--- src/rtl/ssno_pkg.sv ---
// Package: shared constants, register codes, config struct and segment table.
package ssno_pkg;

    localparam int DIGITS = 4;

    localparam int ROW_W    = 10;
    localparam int COL_W    = 10;
    localparam int PIX_W    = 8;
    localparam int NUM_W    = 14;
    localparam int LEN_W    = 6;
    localparam int PITCH_W  = 7;
    localparam int CFG_IDX_W = 3;
    localparam int CFG_DATA_W = 14;
    localparam int GEO_W    = 13;
    localparam int DIG_IDX_W = (DIGITS > 1) ? $clog2(DIGITS) : 1;

    // n / 10 == (n * RECIP10) >> RECIP_SHIFT for every 14-bit n
    localparam logic [12:0] RECIP10     = 13'd6554;
    localparam int          RECIP_SHIFT = 16;
    localparam int          PROD_W      = NUM_W + 13;

    typedef enum logic [CFG_IDX_W-1:0] {
        REG_SHOWN_NUMBER = 3'd0,
        REG_ANCHOR_ROW   = 3'd1,
        REG_ANCHOR_COL   = 3'd2,
        REG_SEG_LEN      = 3'd3,
        REG_DIGIT_PITCH  = 3'd4,
        REG_INK          = 3'd5
    } reg_index_t;

    localparam logic [ROW_W-1:0]   ANCHOR_ROW_RST  = 10'd440;
    localparam logic [COL_W-1:0]   ANCHOR_COL_RST  = 10'd560;
    localparam logic [LEN_W-1:0]   SEG_LEN_RST     = 6'd10;
    localparam logic [PITCH_W-1:0] DIGIT_PITCH_RST = 7'd20;
    localparam logic [PIX_W-1:0]   INK_RST         = 8'd255;

    function automatic longint unsigned pow10(input int n);
        longint unsigned p;
        p = 1;
        for (int i = 0; i < n; i++) begin
            p = p * 10;
        end
        return p;
    endfunction

    localparam longint unsigned NUM_LIMIT = pow10(DIGITS) - 1;

    typedef logic [6:0] seg_mask_t;

    // bit s lights segment a..g
    function automatic seg_mask_t seg_decode(input logic [3:0] digit);
        seg_mask_t m;
        case (digit)
            4'd0:    m = 7'h3F;
            4'd1:    m = 7'h06;
            4'd2:    m = 7'h5B;
            4'd3:    m = 7'h4F;
            4'd4:    m = 7'h66;
            4'd5:    m = 7'h6D;
            4'd6:    m = 7'h7D;
            4'd7:    m = 7'h07;
            4'd8:    m = 7'h7F;
            4'd9:    m = 7'h6F;
            default: m = 7'h00;
        endcase
        return m;
    endfunction

    typedef struct packed {
        logic [ROW_W-1:0]             anchor_row;
        logic [COL_W-1:0]             anchor_col;
        logic [LEN_W-1:0]             seg_len;
        logic [PITCH_W-1:0]           digit_pitch;
        logic [PIX_W-1:0]             ink;
        logic [DIGITS-1:0][6:0]       masks;
    } cfg_t;

endpackage

--- src/rtl/ssno_if.sv ---
// Interfaces: pixel input channel and pixel result channel.
interface ssno_pix_if
    import ssno_pkg::*;
();
    logic             valid;
    logic             ready;
    logic [ROW_W-1:0] pix_row;
    logic [COL_W-1:0] pix_col;
    logic [PIX_W-1:0] pixel_in;

    modport source (output valid, output pix_row, output pix_col, output pixel_in,
                    input ready);
    modport sink   (input valid, input pix_row, input pix_col, input pixel_in,
                    output ready);
endinterface

interface ssno_res_if
    import ssno_pkg::*;
();
    logic             valid;
    logic             ready;
    logic [PIX_W-1:0] pixel_out;

    modport source (output valid, output pixel_out, input ready);
    modport sink   (input valid, input pixel_out, output ready);
endinterface

--- src/rtl/ssno_cfg.sv ---
// Configuration registers and serial decimal digit decoder.
module ssno_cfg
    import ssno_pkg::*;
(
    input  logic                  clk,
    input  logic                  rst_n,
    input  logic                  cfg_we,
    input  logic [CFG_IDX_W-1:0]  cfg_index,
    input  logic [CFG_DATA_W-1:0] cfg_data,
    output cfg_t                  cfg,
    output logic                  busy
);

    logic [ROW_W-1:0]       anchor_row_reg;
    logic [COL_W-1:0]       anchor_col_reg;
    logic [LEN_W-1:0]       seg_len_reg;
    logic [PITCH_W-1:0]     digit_pitch_reg;
    logic [PIX_W-1:0]       ink_reg;
    logic [DIGITS-1:0][6:0] masks_reg;

    logic                   busy_reg, busy_next;
    logic [NUM_W-1:0]       conv_n_reg, conv_n_next;
    logic [DIG_IDX_W-1:0]   conv_k_reg, conv_k_next;

    logic [PROD_W-1:0]      prod;
    logic [NUM_W-1:0]       quot;
    logic [NUM_W-1:0]       quot10;
    logic [3:0]             rem;
    seg_mask_t              digit_mask;
    logic [NUM_W-1:0]       num_sat;
    logic                   num_wr;

    assign num_wr  = cfg_we && (cfg_index == REG_SHOWN_NUMBER);
    assign num_sat = (64'(cfg_data) > NUM_LIMIT) ? NUM_W'(NUM_LIMIT) : cfg_data;

    assign prod       = PROD_W'(conv_n_reg) * PROD_W'(RECIP10);
    assign quot       = NUM_W'(prod >> RECIP_SHIFT);
    assign quot10     = (quot << 3) + (quot << 1);
    assign rem        = 4'(conv_n_reg - quot10);
    assign digit_mask = (conv_n_reg != '0) ? seg_decode(rem) : '0;

    always_comb
    begin
        busy_next   = busy_reg;
        conv_n_next = conv_n_reg;
        conv_k_next = conv_k_reg;
        if (num_wr)
        begin
            busy_next   = 1'b1;
            conv_n_next = num_sat;
            conv_k_next = '0;
        end
        else if (busy_reg)
        begin
            conv_n_next = quot;
            conv_k_next = conv_k_reg + 1'b1;
            if (conv_k_reg == DIG_IDX_W'(DIGITS - 1))
            begin
                busy_next = 1'b0;
            end
        end
    end

    always_ff @(posedge clk or negedge rst_n)
    begin
        if (!rst_n)
        begin
            anchor_row_reg  <= ANCHOR_ROW_RST;
            anchor_col_reg  <= ANCHOR_COL_RST;
            seg_len_reg     <= SEG_LEN_RST;
            digit_pitch_reg <= DIGIT_PITCH_RST;
            ink_reg         <= INK_RST;
            masks_reg       <= '0;
            busy_reg        <= 1'b0;
            conv_n_reg      <= '0;
            conv_k_reg      <= '0;
        end
        else
        begin
            busy_reg   <= busy_next;
            conv_n_reg <= conv_n_next;
            conv_k_reg <= conv_k_next;
            if (busy_reg && !num_wr)
            begin
                masks_reg[conv_k_reg] <= digit_mask;
            end
            if (cfg_we)
            begin
                case (cfg_index)
                    REG_ANCHOR_ROW:  anchor_row_reg  <= cfg_data[ROW_W-1:0];
                    REG_ANCHOR_COL:  anchor_col_reg  <= cfg_data[COL_W-1:0];
                    REG_SEG_LEN:     seg_len_reg     <= cfg_data[LEN_W-1:0];
                    REG_DIGIT_PITCH: digit_pitch_reg <= cfg_data[PITCH_W-1:0];
                    REG_INK:         ink_reg         <= cfg_data[PIX_W-1:0];
                    default:         ;
                endcase
            end
        end
    end

    // zero length draws as one
    assign cfg.seg_len     = (seg_len_reg == '0) ? LEN_W'(1) : seg_len_reg;
    assign cfg.anchor_row  = anchor_row_reg;
    assign cfg.anchor_col  = anchor_col_reg;
    assign cfg.digit_pitch = digit_pitch_reg;
    assign cfg.ink         = ink_reg;
    assign cfg.masks       = masks_reg;
    assign busy            = busy_reg;

endmodule

--- src/rtl/ssno_hit.sv ---
// Segment hit test of one pixel against all digit cells.
module ssno_hit
    import ssno_pkg::*;
(
    input  cfg_t             cfg,
    input  logic [ROW_W-1:0] row,
    input  logic [COL_W-1:0] col,
    output logic             hit
);

    logic signed [GEO_W-1:0] r, c, len, top, mid, bot;
    logic [DIGITS-1:0]       digit_hit;

    assign r   = GEO_W'(row);
    assign c   = GEO_W'(col);
    assign len = GEO_W'(cfg.seg_len);
    assign top = GEO_W'(cfg.anchor_row);
    assign mid = top + len;
    assign bot = mid + len;

    for (genvar g = 0; g < DIGITS; g++)
    begin : g_digit
        logic signed [GEO_W-1:0] off, left, right;
        logic                    on_top, on_mid, on_bot, on_left, on_right;
        logic                    in_cols, in_upper, in_lower;
        logic [6:0]              m;

        assign off   = GEO_W'(g) * GEO_W'(cfg.digit_pitch);
        assign left  = GEO_W'(cfg.anchor_col) - off;
        assign right = left + len;
        assign m     = cfg.masks[g];

        assign on_top   = (r == top);
        assign on_mid   = (r == mid);
        assign on_bot   = (r == bot);
        assign on_left  = (c == left);
        assign on_right = (c == right);
        assign in_cols  = (c >= left) && (c <= right);
        assign in_upper = (r >= top) && (r <= mid);
        assign in_lower = (r >= mid) && (r <= bot);

        assign digit_hit[g] = (m[0] && on_top && in_cols)
                            || (m[1] && on_right && in_upper)
                            || (m[2] && on_right && in_lower)
                            || (m[3] && on_bot && in_cols)
                            || (m[4] && on_left && in_lower)
                            || (m[5] && on_left && in_upper)
                            || (m[6] && on_mid && in_cols);
    end

    assign hit = |digit_hit;

endmodule

--- src/rtl/seven_segment_number_overlay.sv ---
// Top level: seven-segment number overlay on a pixel stream.
// Pixels enter on the pix channel (valid/ready) with their row and column;
// each yields one transaction on the res channel carrying pixel_out, which
// is the ink value on a lit segment of the shown number, else pixel_in.
// The pixel path is an input register, the segment hit test, and a result
// register, whose valid flag is res.valid; one pixel is accepted every
// cycle while the receiver keeps up and the digit decoder is idle.
// When res.ready is low the result register holds and the input register
// may still take one more pixel; pix.ready drops when both are full or busy.
// Registers are written through cfg_we/cfg_index/cfg_data. Writing
// shown_number starts the digit decoder, which resolves one decimal digit
// per cycle: pix.ready stays low until all DIGITS digits are resolved.
// Reset returns all registers to their defaults (number zero, nothing
// drawn) and empties the pipeline.
module seven_segment_number_overlay
    import ssno_pkg::*;
(
    input  logic                  clk,
    input  logic                  rst_n,
    ssno_pix_if.sink              pix,
    ssno_res_if.source            res,
    input  logic                  cfg_we,
    input  logic [CFG_IDX_W-1:0]  cfg_index,
    input  logic [CFG_DATA_W-1:0] cfg_data
);

    cfg_t             cfg;
    logic             busy;
    logic             hit;
    logic             advance;
    logic             accept;

    logic             s1_valid_reg, s1_valid_next;
    logic [ROW_W-1:0] s1_row_reg;
    logic [COL_W-1:0] s1_col_reg;
    logic [PIX_W-1:0] s1_pix_reg;
    logic             s2_valid_reg, s2_valid_next;
    logic [PIX_W-1:0] s2_pix_reg;

    ssno_cfg u_cfg (
        .clk       (clk),
        .rst_n     (rst_n),
        .cfg_we    (cfg_we),
        .cfg_index (cfg_index),
        .cfg_data  (cfg_data),
        .cfg       (cfg),
        .busy      (busy)
    );

    ssno_hit u_hit (
        .cfg (cfg),
        .row (s1_row_reg),
        .col (s1_col_reg),
        .hit (hit)
    );

    assign advance   = !s2_valid_reg || res.ready;
    assign pix.ready = !busy && (!s1_valid_reg || advance);
    assign accept    = pix.valid && pix.ready;

    always_comb
    begin
        s1_valid_next = s1_valid_reg;
        s2_valid_next = s2_valid_reg;
        if (advance)
        begin
            s2_valid_next = s1_valid_reg;
            s1_valid_next = 1'b0;
        end
        if (accept)
        begin
            s1_valid_next = 1'b1;
        end
    end

    always_ff @(posedge clk or negedge rst_n)
    begin
        if (!rst_n)
        begin
            s1_valid_reg <= 1'b0;
            s2_valid_reg <= 1'b0;
        end
        else
        begin
            s1_valid_reg <= s1_valid_next;
            s2_valid_reg <= s2_valid_next;
        end
    end

    always_ff @(posedge clk)
    begin
        if (accept)
        begin
            s1_row_reg <= pix.pix_row;
            s1_col_reg <= pix.pix_col;
            s1_pix_reg <= pix.pixel_in;
        end
        if (advance)
        begin
            s2_pix_reg <= hit ? cfg.ink : s1_pix_reg;
        end
    end

    assign res.valid     = s2_valid_reg;
    assign res.pixel_out = s2_pix_reg;

endmodule

--- src/flat_wrapper.sv ---
// flat-port wrapper written by rule: the top's interface ports become plain ports
module seven_segment_number_overlay_flat import ssno_pkg::*;
  (clk, rst_n, cfg_we, cfg_index, cfg_data, pix_valid, pix_pix_row, pix_pix_col, pix_pixel_in, pix_ready, res_valid, res_pixel_out, res_ready);
  ssno_pix_if pix_i ();
  ssno_res_if res_i ();
  input  logic clk;
  input  logic rst_n;
  input  logic cfg_we;
  input  logic [CFG_IDX_W-1:0] cfg_index;
  input  logic [CFG_DATA_W-1:0] cfg_data;
  input wire logic [$bits(pix_i.valid)-1:0] pix_valid;
  input wire logic [$bits(pix_i.pix_row)-1:0] pix_pix_row;
  input wire logic [$bits(pix_i.pix_col)-1:0] pix_pix_col;
  input wire logic [$bits(pix_i.pixel_in)-1:0] pix_pixel_in;
  output wire logic [$bits(pix_i.ready)-1:0] pix_ready;
  output wire logic [$bits(res_i.valid)-1:0] res_valid;
  output wire logic [$bits(res_i.pixel_out)-1:0] res_pixel_out;
  input wire logic [$bits(res_i.ready)-1:0] res_ready;
  assign pix_i.valid = pix_valid;
  assign pix_i.pix_row = pix_pix_row;
  assign pix_i.pix_col = pix_pix_col;
  assign pix_i.pixel_in = pix_pixel_in;
  assign pix_ready = pix_i.ready;
  assign res_valid = res_i.valid;
  assign res_pixel_out = res_i.pixel_out;
  assign res_i.ready = res_ready;
  seven_segment_number_overlay u_core (.clk(clk), .rst_n(rst_n), .pix(pix_i), .res(res_i), .cfg_we(cfg_we), .cfg_index(cfg_index), .cfg_data(cfg_data));
endmodule
--- config.mk ---
export PLATFORM = sky130hd
export DESIGN_NAME = seven_segment_number_overlay_flat
export DESIGN_NICKNAME = d
export VERILOG_FILES = /design/src/rtl/ssno_pkg.sv /design/src/rtl/ssno_if.sv /design/src/rtl/ssno_cfg.sv /design/src/rtl/ssno_hit.sv /design/src/rtl/seven_segment_number_overlay.sv /design/src/flat_wrapper.sv
export SDC_FILE = /design/constraint.sdc
export NUM_CORES = 1
export LEC_CHECK = 0
export BUFFER_PORTS_ARGS = -buffer_cell sky130_fd_sc_hd__buf_2
export CORE_MARGIN = 2
export CORE_UTILIZATION = 64
export CTS_CLUSTER_DIAMETER = 150
export CTS_CLUSTER_SIZE = 30
export DETAILED_ROUTE_END_ITERATION = 10
export PLACE_DENSITY = 0.79
export SYNTH_ARGS = -nofsm -noshare
export SYNTH_HDL_FRONTEND = slang
export SYNTH_HIERARCHICAL = 1
export SYNTH_SLANG_ARGS = --single-unit
--- constraint.sdc ---
create_clock -name clk -period 9.9 [get_ports clk]
set_input_delay 0.495 -clock clk [delete_from_list [all_inputs] [get_ports clk]]
set_output_delay 0.495 -clock clk [all_outputs]
set_load 0.03 [all_outputs]
==> results of run 1 <==
## logic make-up (layout without fill, tap and decap cells)
group / count (synthesis) / after routing / synth area share
DFF: 124 / 124 / 0.233
buffers and inverters: 221 / 297 / 0.0590
and+or+nand+nor: 334 / 334 / 0.121
adders and majority gates: 344 / 344 / 0.335
xor gates and xnor gates: 79 / 79 / 0.0506
muxes: 55 / 55 / 0.0452
AOI/OAI and AO/OA: 323 / 323 / 0.157
## critical path: cells and delay by family (launching register included)
family                     cells  cell delay [ns]
and+or+nand+nor                7             2.06
DFF                            1             0.52
AOI/OAI and AO/OA              8             2.57
buffers and inverters          1             0.06
adders and majority gates      4             1.36
muxes                          1             0.35
xor gates and xnor gates       2             0.34
## placed cells by master (no fill, tap or decap), types with 6 or more instances in the layout
cell,synthesis,layout
nand2_1,87,87
a21o_1,27,27
nor2_1,72,71
o21bai_1,11,11
a211oi_1,14,14
a21oi_1,61,61
nand3_1,21,21
a211o_1,6,6
xor2_1,29,29
o31ai_1,17,17
xnor2_1,48,48
and3_1,8,8
buf_2,0,58
ha_1,283,283
dfstp_2,20,20
o21ai_0,79,79
a31oi_1,7,7
inv_1,195,195
mux2i_1,6,6
or3_1,8,8
nand4_1,16,16
o211ai_1,13,13
nor3_1,27,27
o31a_1,6,6
nor4_1,8,8
nor2b_1,27,27
o21a_1,17,17
fa_1,60,60
nand4b_1,6,6
dfrtp_1,68,68
clkbuf_16,0,20
edfxtp_1,36,36
nand2b_1,15,15
buf_4,0,9
mux2_2,41,41
mux2_4,8,8
a221oi_1,7,7
or2_2,7,7
## path summary, 6_finish.rpt
kind / startpoint / to / slack [ns]
worst max-delay path: u_core/u_cfg/seg_len_reg[2]$_DFFE_PN0P_ / u_core/res.pixel_out[2]$_DFFE_PP_ / 2.36
worst min-delay path: rst_n / u_core/u_cfg/digit_pitch_reg[1]$_DFFE_PN0P_ / 0.06
worst max register to register: u_core/u_cfg/seg_len_reg[2]$_DFFE_PN0P_ / u_core/res.pixel_out[2]$_DFFE_PP_ / 2.36
worst min register to register: u_core/s1_valid_reg$_DFFE_PN0P_ / u_core/res.valid$_DFFE_PN0P_ / 0.46
max in group asynchronous: rst_n / u_core/u_cfg/cfg[23]$_DFFE_PN0P_ / 8.82
min in group clk: pix_pixel_in[3] / u_core/s1_pix_reg[3]$_DFFE_PP_ / 0.23
## metrics by stage
stage                     hold WS (ns)  std cells  utilization  area, um^2  setup slack (ns)
after floorplan                  0.199       1480            -       14200              3.75
after global placement           0.437       1804        0.679       14800              2.82
after detailed placement         0.448       1804        0.679       14800              2.56
after CTS                       0.0671       1836        0.706       15400              2.46
after global routing             0.107       1836        0.706       15400              2.02
final                           0.0562       1836        0.706       15400              2.36
## area by class of cell
class,instances,share of cell area
Sequential cell,124,0.215
Inverter,198,0.0482
Multi-Input combinational cell,1135,0.652
Clock buffer,21,0.0327
Tap cell,280,0.0227
Clock inverter,11,0.00609
Timing Repair Buffer,67,0.0232
## routing by layer
| layer | GRT usage | wire, um | up-vias | share of wire |
|---|---|---|---|---|
| li1 | - | - | 5434 | - |
| met1 | 0.466 | 16900 | 5672 | 0.45 |
| met3 | 0.0578 | 2910 | 62 | 0.077 |
| met5 | 0 | 0 | - | 0 |
| met2 | 0.529 | 17200 | 442 | 0.45 |
| met4 | 0.0855 | 824 | 0 | 0.022 |
==> summary.md, run 1 <==
| Metric | Value |
|---|---|
| FMAX | 0.133 GHz |
| Iter 0 DRT Violations | 1058 |
| Share of layout cells above drive strength 1 | 0.121 |
| Post-CTS Setup Inserts | 0 |
| Top-area cell type share of the netlist area | 0.249 |
| Vias in the first global route | 11500 |
| Most frequent cell after synthesis | ha_1 |
| DRT antenna net count | 0 |
| Initial Utilization | 0.651 |
| FF/Latch Area | 3310 um^2 |
| Most repeated library cell on the critical path | ha_1 |
| TritonCTS Buffers | 17 |
| Seq cells post-synth | 124 |
| Hold Crit Class | input port to asynchronous set/reset pin |
| DP HPWL | 30000 um |
| Number of flip-flops in the largest register | 28 |
| RD Place Congestion | 0.981 |
| Top post-synthesis cells by count | ha_1, inv_1, nand2_1 |
| Slew HR | 0.338 |
| Post-synth EDFFs | 36 |
| Drt drc | 0 |
| DIE HEIGHT | 153 um |
| Die area | 23400 um^2 |
| Synthesis-to-layout area growth | 8.59% |
| Fill count | 1728 |
| Largest area contributor in the netlist | ha_1 |
| Worst-margin pin slew | 0.990 ns |
| Cell chain of the critical path | or4_1 -> o21bai_1 -> ha_1 -> inv_1 -> fa_1 -> xnor2_1 -> ha_1 -> o21ai_0 -> nor2_1 -> o41ai_1 -> a2111oi_4 -> nor2_1 -> xnor2_1 -> ha_1 -> nand4_1 -> nor4_1 -> nand2_1 -> a31oi_2 -> a222oi_1 -> a311o_2 -> o2111ai_1 -> or4_1 -> mux2_4 |
| Minimum clock period | 7.54 ns |
| Syn Nets | 1873 |
| Clock tree root buffer cell | clkbuf_16 |
| Cell count after synthesis | 1480 |
| CP max-delay cell | o41ai_1 |
| ANT cells | 0 |
| Outcome | completed |
| Largest net degree at the start of global routing | 46 |
| CORE AREA | 21800 um^2 |
| Clock insertion delay at the later pin of the skew report | 0.43 ns |
| Fin. Hold Viols | 0 |
| CTS tree | done |
| Ys flop type | dfrtp_1 |
| Cell area after synthesis | 14200 um^2 |
| First-pass GRT wire length | 60900 um |
| Final setup viols | 0 |
| Number of vias per cell | 6.32 |
| Routed WL per cell | 20.6 um |
| Via count | 11600 |
| IO Pins | 60 |
| H-tree depth | 4 |
| Clock transition at path regs | 0.06 ns |
| FFs w/ async S/R, synth | 0.710 |
| Worst-path fanout max | 8 |
| Worst r2r path cells | 23 |
| Die width | 153 um |
| Post-CTS Hold Fix Bufs | 0 |
| Slowest stage delay, CP | 0.76 ns |
| Post-CTS sizing | 0 |
| CP Launch Type | flop |
| Clock Path Buffers | 2 |
| Total global routing overflow | 0 |
| Port bufs | 59 |
| Max cap viols | 0 |
| Crit path required time | 10.08 ns |
| CP Class | flop to flop |
| Final cycle utilization of the critical path | 0.762 |
| Final Net Count | 1936 |
| Clock skew | 0.0106 ns |
| Final WL | 37800 um |
| Max-slew violations | 0 |
| TritonCTS Sinks | 124 |
| Total Routing Usage GR | 0.330 |
| RSZ-0062 raised after global routing | false |
| Setup TNS | 0 ns |
| Drt first pass iters | 7 |
| Area occupied by multi-input gates | 10100 um^2 |
| CP arrival | 7.72 ns |
| Warnings, synthesis | 6 |
| Sequential area share after synthesis | 0.233 |
| Synth cell types | 84 |
| Placement row count | 54 |
| Antenna violations before repair | 0 |
| Critical path endpoint category | flop |
| Top post-synthesis cells by area | ha_1, dfrtp_1, fa_1 |
| Syn_area_per_cell | 9.59 um^2 |
Power of run 1 is left out: the tool's default activity adds up to more than one toggle a clock period on the data nets, which glitch-free logic cannot reach.
==> run 2: changes to the inputs <==
Settings changed: ABC_AREA set to 1, CORE_UTILIZATION 64 to 58, PLACE_DENSITY 0.79 to 0.76.
Clock period 9.9 ns to 6.4 ns, I/O delays scaled along.
==> run 2 against run 1 <==
- sequential share of layout area shrank 1.2 points
- register-to-register slack lost 1.9 ns
- count of clock-buffer cells in the layout grew 1
- global-route usage shrank 0.61 points
- fmax grew 26%
- wire length grew 12%
- design area grew 6.2%
==> summary.md, run 2 <==
| Metric | Value |
|---|---|
| Crit path required time | 6.71 ns |
| DIE HEIGHT | 166 um |
| Seq cells post-synth | 124 |
| TritonCTS Buffers | 17 |
| DRT antenna net count | 0 |
| Die area | 27400 um^2 |
| FMAX | 0.167 GHz |
| Cell count after synthesis | 1973 |
| RSZ-0062 raised after global routing | false |
| Worst-margin pin slew | 1.06 ns |
| Syn Nets | 2366 |
| Fin area | 16400 um^2 |
| Largest net degree at the start of global routing | 46 |
| Syn_area_per_cell | 7.67 um^2 |
| Placement row count | 59 |
| Clock Path Buffers | 2 |
| Total Routing Usage GR | 0.323 |
| Clock insertion delay at the later pin of the skew report | 0.43 ns |
| CP Launch Type | flop |
| Most common cell after layout, fill and taps aside | nand2_1 |
| Synthesis-to-layout area growth | 8.19% |
| CORE AREA | 25800 um^2 |
| Critical path endpoint category | flop |
| Post-Synth Adder-Cell Area | 0.313 |
| Synth cell types | 57 |
| ANT cells | 0 |
| Main combinational cell family by area after synthesis | adder cells |
| Drt first pass iters | 8 |
| Area occupied by multi-input gates | 10400 um^2 |
| WL met2 | 19700 um |
| Port bufs | 59 |
| Vias in the first global route | 13000 |
| Placed cell areas | 15800 um^2 |
| Via count | 13500 |
| Top-area cell type share of the netlist area | 0.234 |
| Top post-synthesis cells by count | nand2_1, inv_1, ha_1 |
| Post-Synth Simple-Gate Area | 0.239 |
| Slew HR | 0.289 |
| Largest area contributor in the netlist | ha_1 |
| FF/Latch Area | 3310 um^2 |
| Drt drc | 0 |
| Die width | 166 um |
| IO Pins | 60 |
| Post-synth EDFFs | 36 |
| Setup TNS | 0 ns |
| Minimum clock period | 5.99 ns |
| Util after Layout | 0.634 |
| Antenna violations before repair | 0 |
| H-tree depth | 4 |
| Critical path launch point | u_core/u_cfg/conv_n_reg[1]$_DFFE_PN0P_ |
| TritonCTS Sinks | 124 |
| Hold Crit Class | input port to flop |
| FF-to-FF Start | u_core/u_cfg/conv_n_reg[1]$_DFFE_PN0P_ |
| Clock transition at path regs | 0.07 ns |
| Initial Utilization | 0.586 |
| Warnings, synthesis | 6 |
| Synth Area in Compound Gates | 0.0972 |
| Highest metal used | met4 |
| Routed WL per cell | 17.8 um |
| Top post-synthesis cells by area | ha_1, nand2_1, dfrtp_1 |
| Clock tree root buffer cell | clkbuf_16 |
| Fill count | 2292 |
| Ys flop type | dfrtp_1 |
| Outcome | completed |
| Number of flip-flops in the largest register | 28 |
| Sequential area share after synthesis | 0.219 |
| Final Net Count | 2426 |
| Final setup viols | 0 |
| Total global routing overflow | 0 |
| HP Start | pix_pix_col[2] |
| Mux cell area share after synthesis | 0 |
| CP arrival | 6.30 ns |
| Number of vias per cell | 5.67 |
| CP Class | flop to flop |
| Metal-1 WL | 19000 um |
| Post-synthesis xor/xnor area fraction | 0.0342 |
| Share of layout cells above drive strength 1 | 0.0973 |
| Cell area after synthesis | 15100 um^2 |
| Max cap viols | 0 |
| FFs w/ async S/R, synth | 0.710 |
| Fin. Hold Viols | 0 |
| Most frequent cell after synthesis | nand2_1 |
| Final WL | 42500 um |
| First-pass GRT wire length | 68200 um |
| CTS tree | done |
| Clock skew | 0.0167 ns |
| Max-slew violations | 0 |
| Worst-path fanout max | 11 |
| DP HPWL | 34100 um |
| Final cycle utilization of the critical path | 0.936 |
| Most frequent cells in the layout | nand2_1, inv_1, ha_1 |
| Iter 0 DRT Violations | 1220 |
| Met3 wire length | 2480 um |
| Reg2Reg Setup Slack | 0.41 ns |
| RD Place Congestion | 0.947 |
run 2: cell count changes after synthesis, sizes merged, moves of 27 or more:
| cell | previous run | this run |
|---|---|---|
| a21oi | 61 | 104 |
| inv | 195 | 359 |
| mux2 | 49 | 0 |
| nand2 | 87 | 482 |
| nand3 | 21 | 116 |
| nand4 | 16 | 57 |
| nor2 | 72 | 113 |
| nor2b | 28 | 0 |
| o21ai | 80 | 107 |
| xnor2 | 50 | 20 |
run 2: worst max-delay path: stages, from the launching register on:
cell      delay [ns]
dfrtp_1         0.60
inv_1           0.11
ha_1            0.39
ha_1            0.33
inv_1           0.06
fa_1            0.53
inv_1           0.06
fa_1            0.52
inv_1           0.05
fa_1            0.52
inv_1           0.05
ha_1            0.32
a21oi_1         0.22
a21boi_0        0.25
o21bai_1        0.09
a21oi_1         0.18
xor2_1          0.13
ha_1            0.30
inv_1           0.06
or2_2           0.26
nand2_1         0.24
nand2_1         0.14
o21ai_0         0.11
nand2_1         0.17
nand4_1         0.12
nand2_1         0.07
run 2: kinds of logic after synthesis:
group / after synthesis
AOI/OAI and AO/OA: 262
xor gates and xnor gates: 59
adders and majority gates: 343
buffers and inverters: 383
DFF: 124
and+or+nand+nor: 802
run 2: final cells by class:
class | instances | share of cell area
clock buffers | 22 | 0.0297
clock inverters | 10 | 0.00619
inverters | 360 | 0.0826
multi-input cells | 1466 | 0.633
flip-flops and latches | 124 | 0.202
well taps | 335 | 0.0256
repair buffers | 64 | 0.0206
run 2: worst paths after layout:
kind / end / cells past startpoint
max: u_core/u_cfg/cfg[24]$_DFFE_PN0P_ / 25
min: u_core/s1_col_reg[2]$_DFFE_PP_ / 1
max reg2reg: u_core/u_cfg/cfg[24]$_DFFE_PN0P_ / 25
min reg2reg: u_core/res.valid$_DFFE_PN0P_ / 2
max in group asynchronous: u_core/u_cfg/conv_n_reg[2]$_DFFE_PN0P_ / 3
min in group asynchronous: u_core/u_cfg/anchor_row_reg[1]$_DFFE_PN0P_ / 2
run 2: layer usage:
layer  GRT usage  vias up
met3      0.0352       81
met5           0        -
met1       0.440     6372
li1            -     6582
met2       0.538      475
met4       0.109        0
run 2: timing repair:
action / CTS / global route
endpoints found under the hold margin: 39 / 0
gates resized for setup: 0 / 4
endpoints found under the setup margin: 0 / 18
buffers inserted: 0 / 0
hold buffers: 1 / 0
run 2: through the flow:
| stage | setup WS, ns | instances | hold slack [ns] |
|---|---|---|---|
| CTS | 0.368 | 2381 | 0.0487 |
| global route | 0.0177 | 2381 | 0.0540 |
| floorplan | 1.02 | 1973 | 0.0244 |
| global placement | 0.500 | 2348 | 0.354 |
| detailed placement | 0.411 | 2348 | 0.357 |
| finish | 0.409 | 2381 | 0.0621 |
Power of run 2 is left out for the same reason.
==> run 3: changes to the inputs <==
Settings changed: CORE_UTILIZATION 58 to 28, PLACE_DENSITY 0.76 to 0.41.
==> run 3 against run 2 <==
- core utilization down 32 points
- design area rose by 3.2%
- worst hold slack worse by 0.018 ns
- count of clock-buffer cells in the layout shrank 3
- clock skew down 0.0044 ns
- fmax up 0.86%
- sequential share of layout area is 0.63 points lower
- wire length grew 14%
- non-clock buffer count grew 13
- final cell count increased by 16%
- flip-flop and latch count stayed put
==> summary.md, run 3 (same netlist as run 2, synthesis figures left out) <==
| Metric | Value |
|---|---|
| FF/Latch Area | 3310 um^2 |
| IO Pins | 60 |
| Total Routing Usage GR | 0.177 |
| Total global routing overflow | 0 |
| Routed WL per cell | 17.6 um |
| Clock skew | 0.0123 ns |
| Util after Layout | 0.315 |
| Fin. Hold Viols | 0 |
| Crit path max-delay family | adder cells |
| Final Net Count | 2440 |
| Number of flip-flops in the largest register | 28 |
| Critical path endpoint category | flop |
| Vias in the first global route | 12900 |
| Worst-margin pin slew | 1.12 ns |
| Largest net degree at the start of global routing | 59 |
| Die width | 236 um |
| CP max-delay cell | fa_1 |
| Drt first pass iters | 7 |
| Worst path bufs/invs | 6 |
| Number of vias per cell | 4.71 |
| Placement row count | 85 |
| Synthesis-to-layout area growth | 11.6% |
| Outcome | completed |
| Via count | 13000 |
| Most common cell after layout, fill and taps aside | nand2_1 |
| Slew HR | 0.251 |
| Final WL | 48600 um |
| Port bufs | 59 |
| DRT antenna net count | 0 |
| CP arrival | 6.26 ns |
| Max-slew violations | 0 |
| CTS tree | done |
| Die area | 55900 um^2 |
| TritonCTS Sinks | 124 |
| Fill count | 5859 |
| WL met2 | 24100 um |
| Hold Crit Class | input port to flop |
| Antenna violations before repair | 0 |
| Clock transition at path regs | 0.07 ns |
| H-tree depth | 4 |
| ANT cells | 0 |
| Metal-1 WL | 22300 um |
| CP Class | flop to flop |
| Max cap viols | 0 |
| Share of layout cells above drive strength 1 | 0.103 |
| Clock insertion delay at the later pin of the skew report | 0.45 ns |
| RD Place Congestion | 0.870 |
| Clock Path Buffers | 2 |
| First-pass GRT wire length | 75500 um |
| Minimum clock period | 5.94 ns |
| Clock tree root buffer cell | clkbuf_16 |
| FMAX | 0.168 GHz |
| Area occupied by multi-input gates | 10400 um^2 |
| Drt drc | 0 |
| Post-CTS Setup Inserts | 0 |
| Worst-path fanout max | 11 |
| Initial Utilization | 0.282 |
| Slowest stage delay, CP | 0.55 ns |
| CORE AREA | 53600 um^2 |
| Most repeated library cell on the critical path | inv_1 |
| Crit path required time | 6.72 ns |
| Iter 0 DRT Violations | 797 |
| DP HPWL | 40300 um |
| TritonCTS Buffers | 17 |
| Final cycle utilization of the critical path | 0.928 |
| Most frequent cells in the layout | nand2_1, inv_1, ha_1 |
| DIE HEIGHT | 236 um |
| Highest metal used | met4 |
| CP Launch Type | flop |
| Met3 wire length | 1390 um |
| Final setup viols | 0 |
[run 3: timing repair]
action                     CTS  global route
setup endpoints to repair    0            27
hold endpoints to repair    26             0
gates resized for setup      0             4
hold buffers                 1             0
[run 3: path summary, 6_finish.rpt]
| check | from | to | slack (ns) | depth (start not counted) |
|---|---|---|---|---|
| setup reg to reg | u_core/u_cfg/conv_n_reg[6]$_DFFE_PN0P_ | u_core/u_cfg/cfg[27]$_DFFE_PN0P_ | 0.46 | 25 |
| min in group asynchronous | rst_n | u_core/u_cfg/anchor_row_reg[0]$_DFFE_PN0P_ | 0.39 | 2 |
| setup / recovery | u_core/u_cfg/conv_n_reg[6]$_DFFE_PN0P_ | u_core/u_cfg/cfg[27]$_DFFE_PN0P_ | 0.46 | 25 |
| max in group asynchronous | rst_n | u_core/u_cfg/conv_n_reg[1]$_DFFE_PN0P_ | 4.80 | 3 |
| hold reg to reg | u_core/s1_valid_reg$_DFFE_PN0P_ | u_core/res.valid$_DFFE_PN0P_ | 0.46 | 2 |
| hold / removal | pix_pixel_in[7] | u_core/s1_pix_reg[7]$_DFFE_PP_ | 0.04 | 1 |
[run 3: metal layers]
layer,vias up,track usage
met3,38,0.0189
met5,-,0
li1,6618,-
met1,6116,0.230
met2,213,0.312
met4,0,0.0453
[run 3: cell type report]
cell class | count | area share
tap | 696 | 0.0516
clock buffer | 19 | 0.0256
clock inverter | 13 | 0.00571
timing repair buffer | 77 | 0.0265
multi-input combinational | 1467 | 0.614
sequential | 124 | 0.196
inverter | 360 | 0.0800
[run 3: per-stage QoR]
| step | std cells | TNS, ns | area (um^2) | setup WS, ns | hold slack (ns) |
|---|---|---|---|---|---|
| after floorplan | 1973 | 0 | 15100 | 1.02 | 0.0244 |
| after global placement | 2722 | 0 | 16300 | 0.286 | 0.311 |
| after detailed placement | 2722 | 0 | 16300 | 0.255 | 0.318 |
| after CTS | 2755 | 0 | 16900 | 0.246 | 0.0136 |
| after global routing | 2756 | -0.000430 | 16900 | -0.000430 | 0.0231 |
| final | 2756 | 0 | 16900 | 0.460 | 0.0438 |
[run 3: worst register-to-register path, stage by stage (launching register included)]
cell and delay (ns):
dfrtp_1 0.54, inv_1 0.08, ha_1 0.34, inv_1 0.06, fa_1 0.48, inv_1 0.06
fa_1 0.51, fa_1 0.55, inv_1 0.05, fa_1 0.52, inv_1 0.04, ha_1 0.32
a21oi_1 0.19, o21ai_0 0.13, o21bai_1 0.17, a21oi_1 0.15, xor2_1 0.27, ha_1 0.20
inv_1 0.06, or2_2 0.28, nand2_2 0.15, nand2_1 0.19, o21ai_0 0.14, nand2_1 0.15
nand4_1 0.11, nand2_1 0.07
Power of run 3 is left out for the same reason.
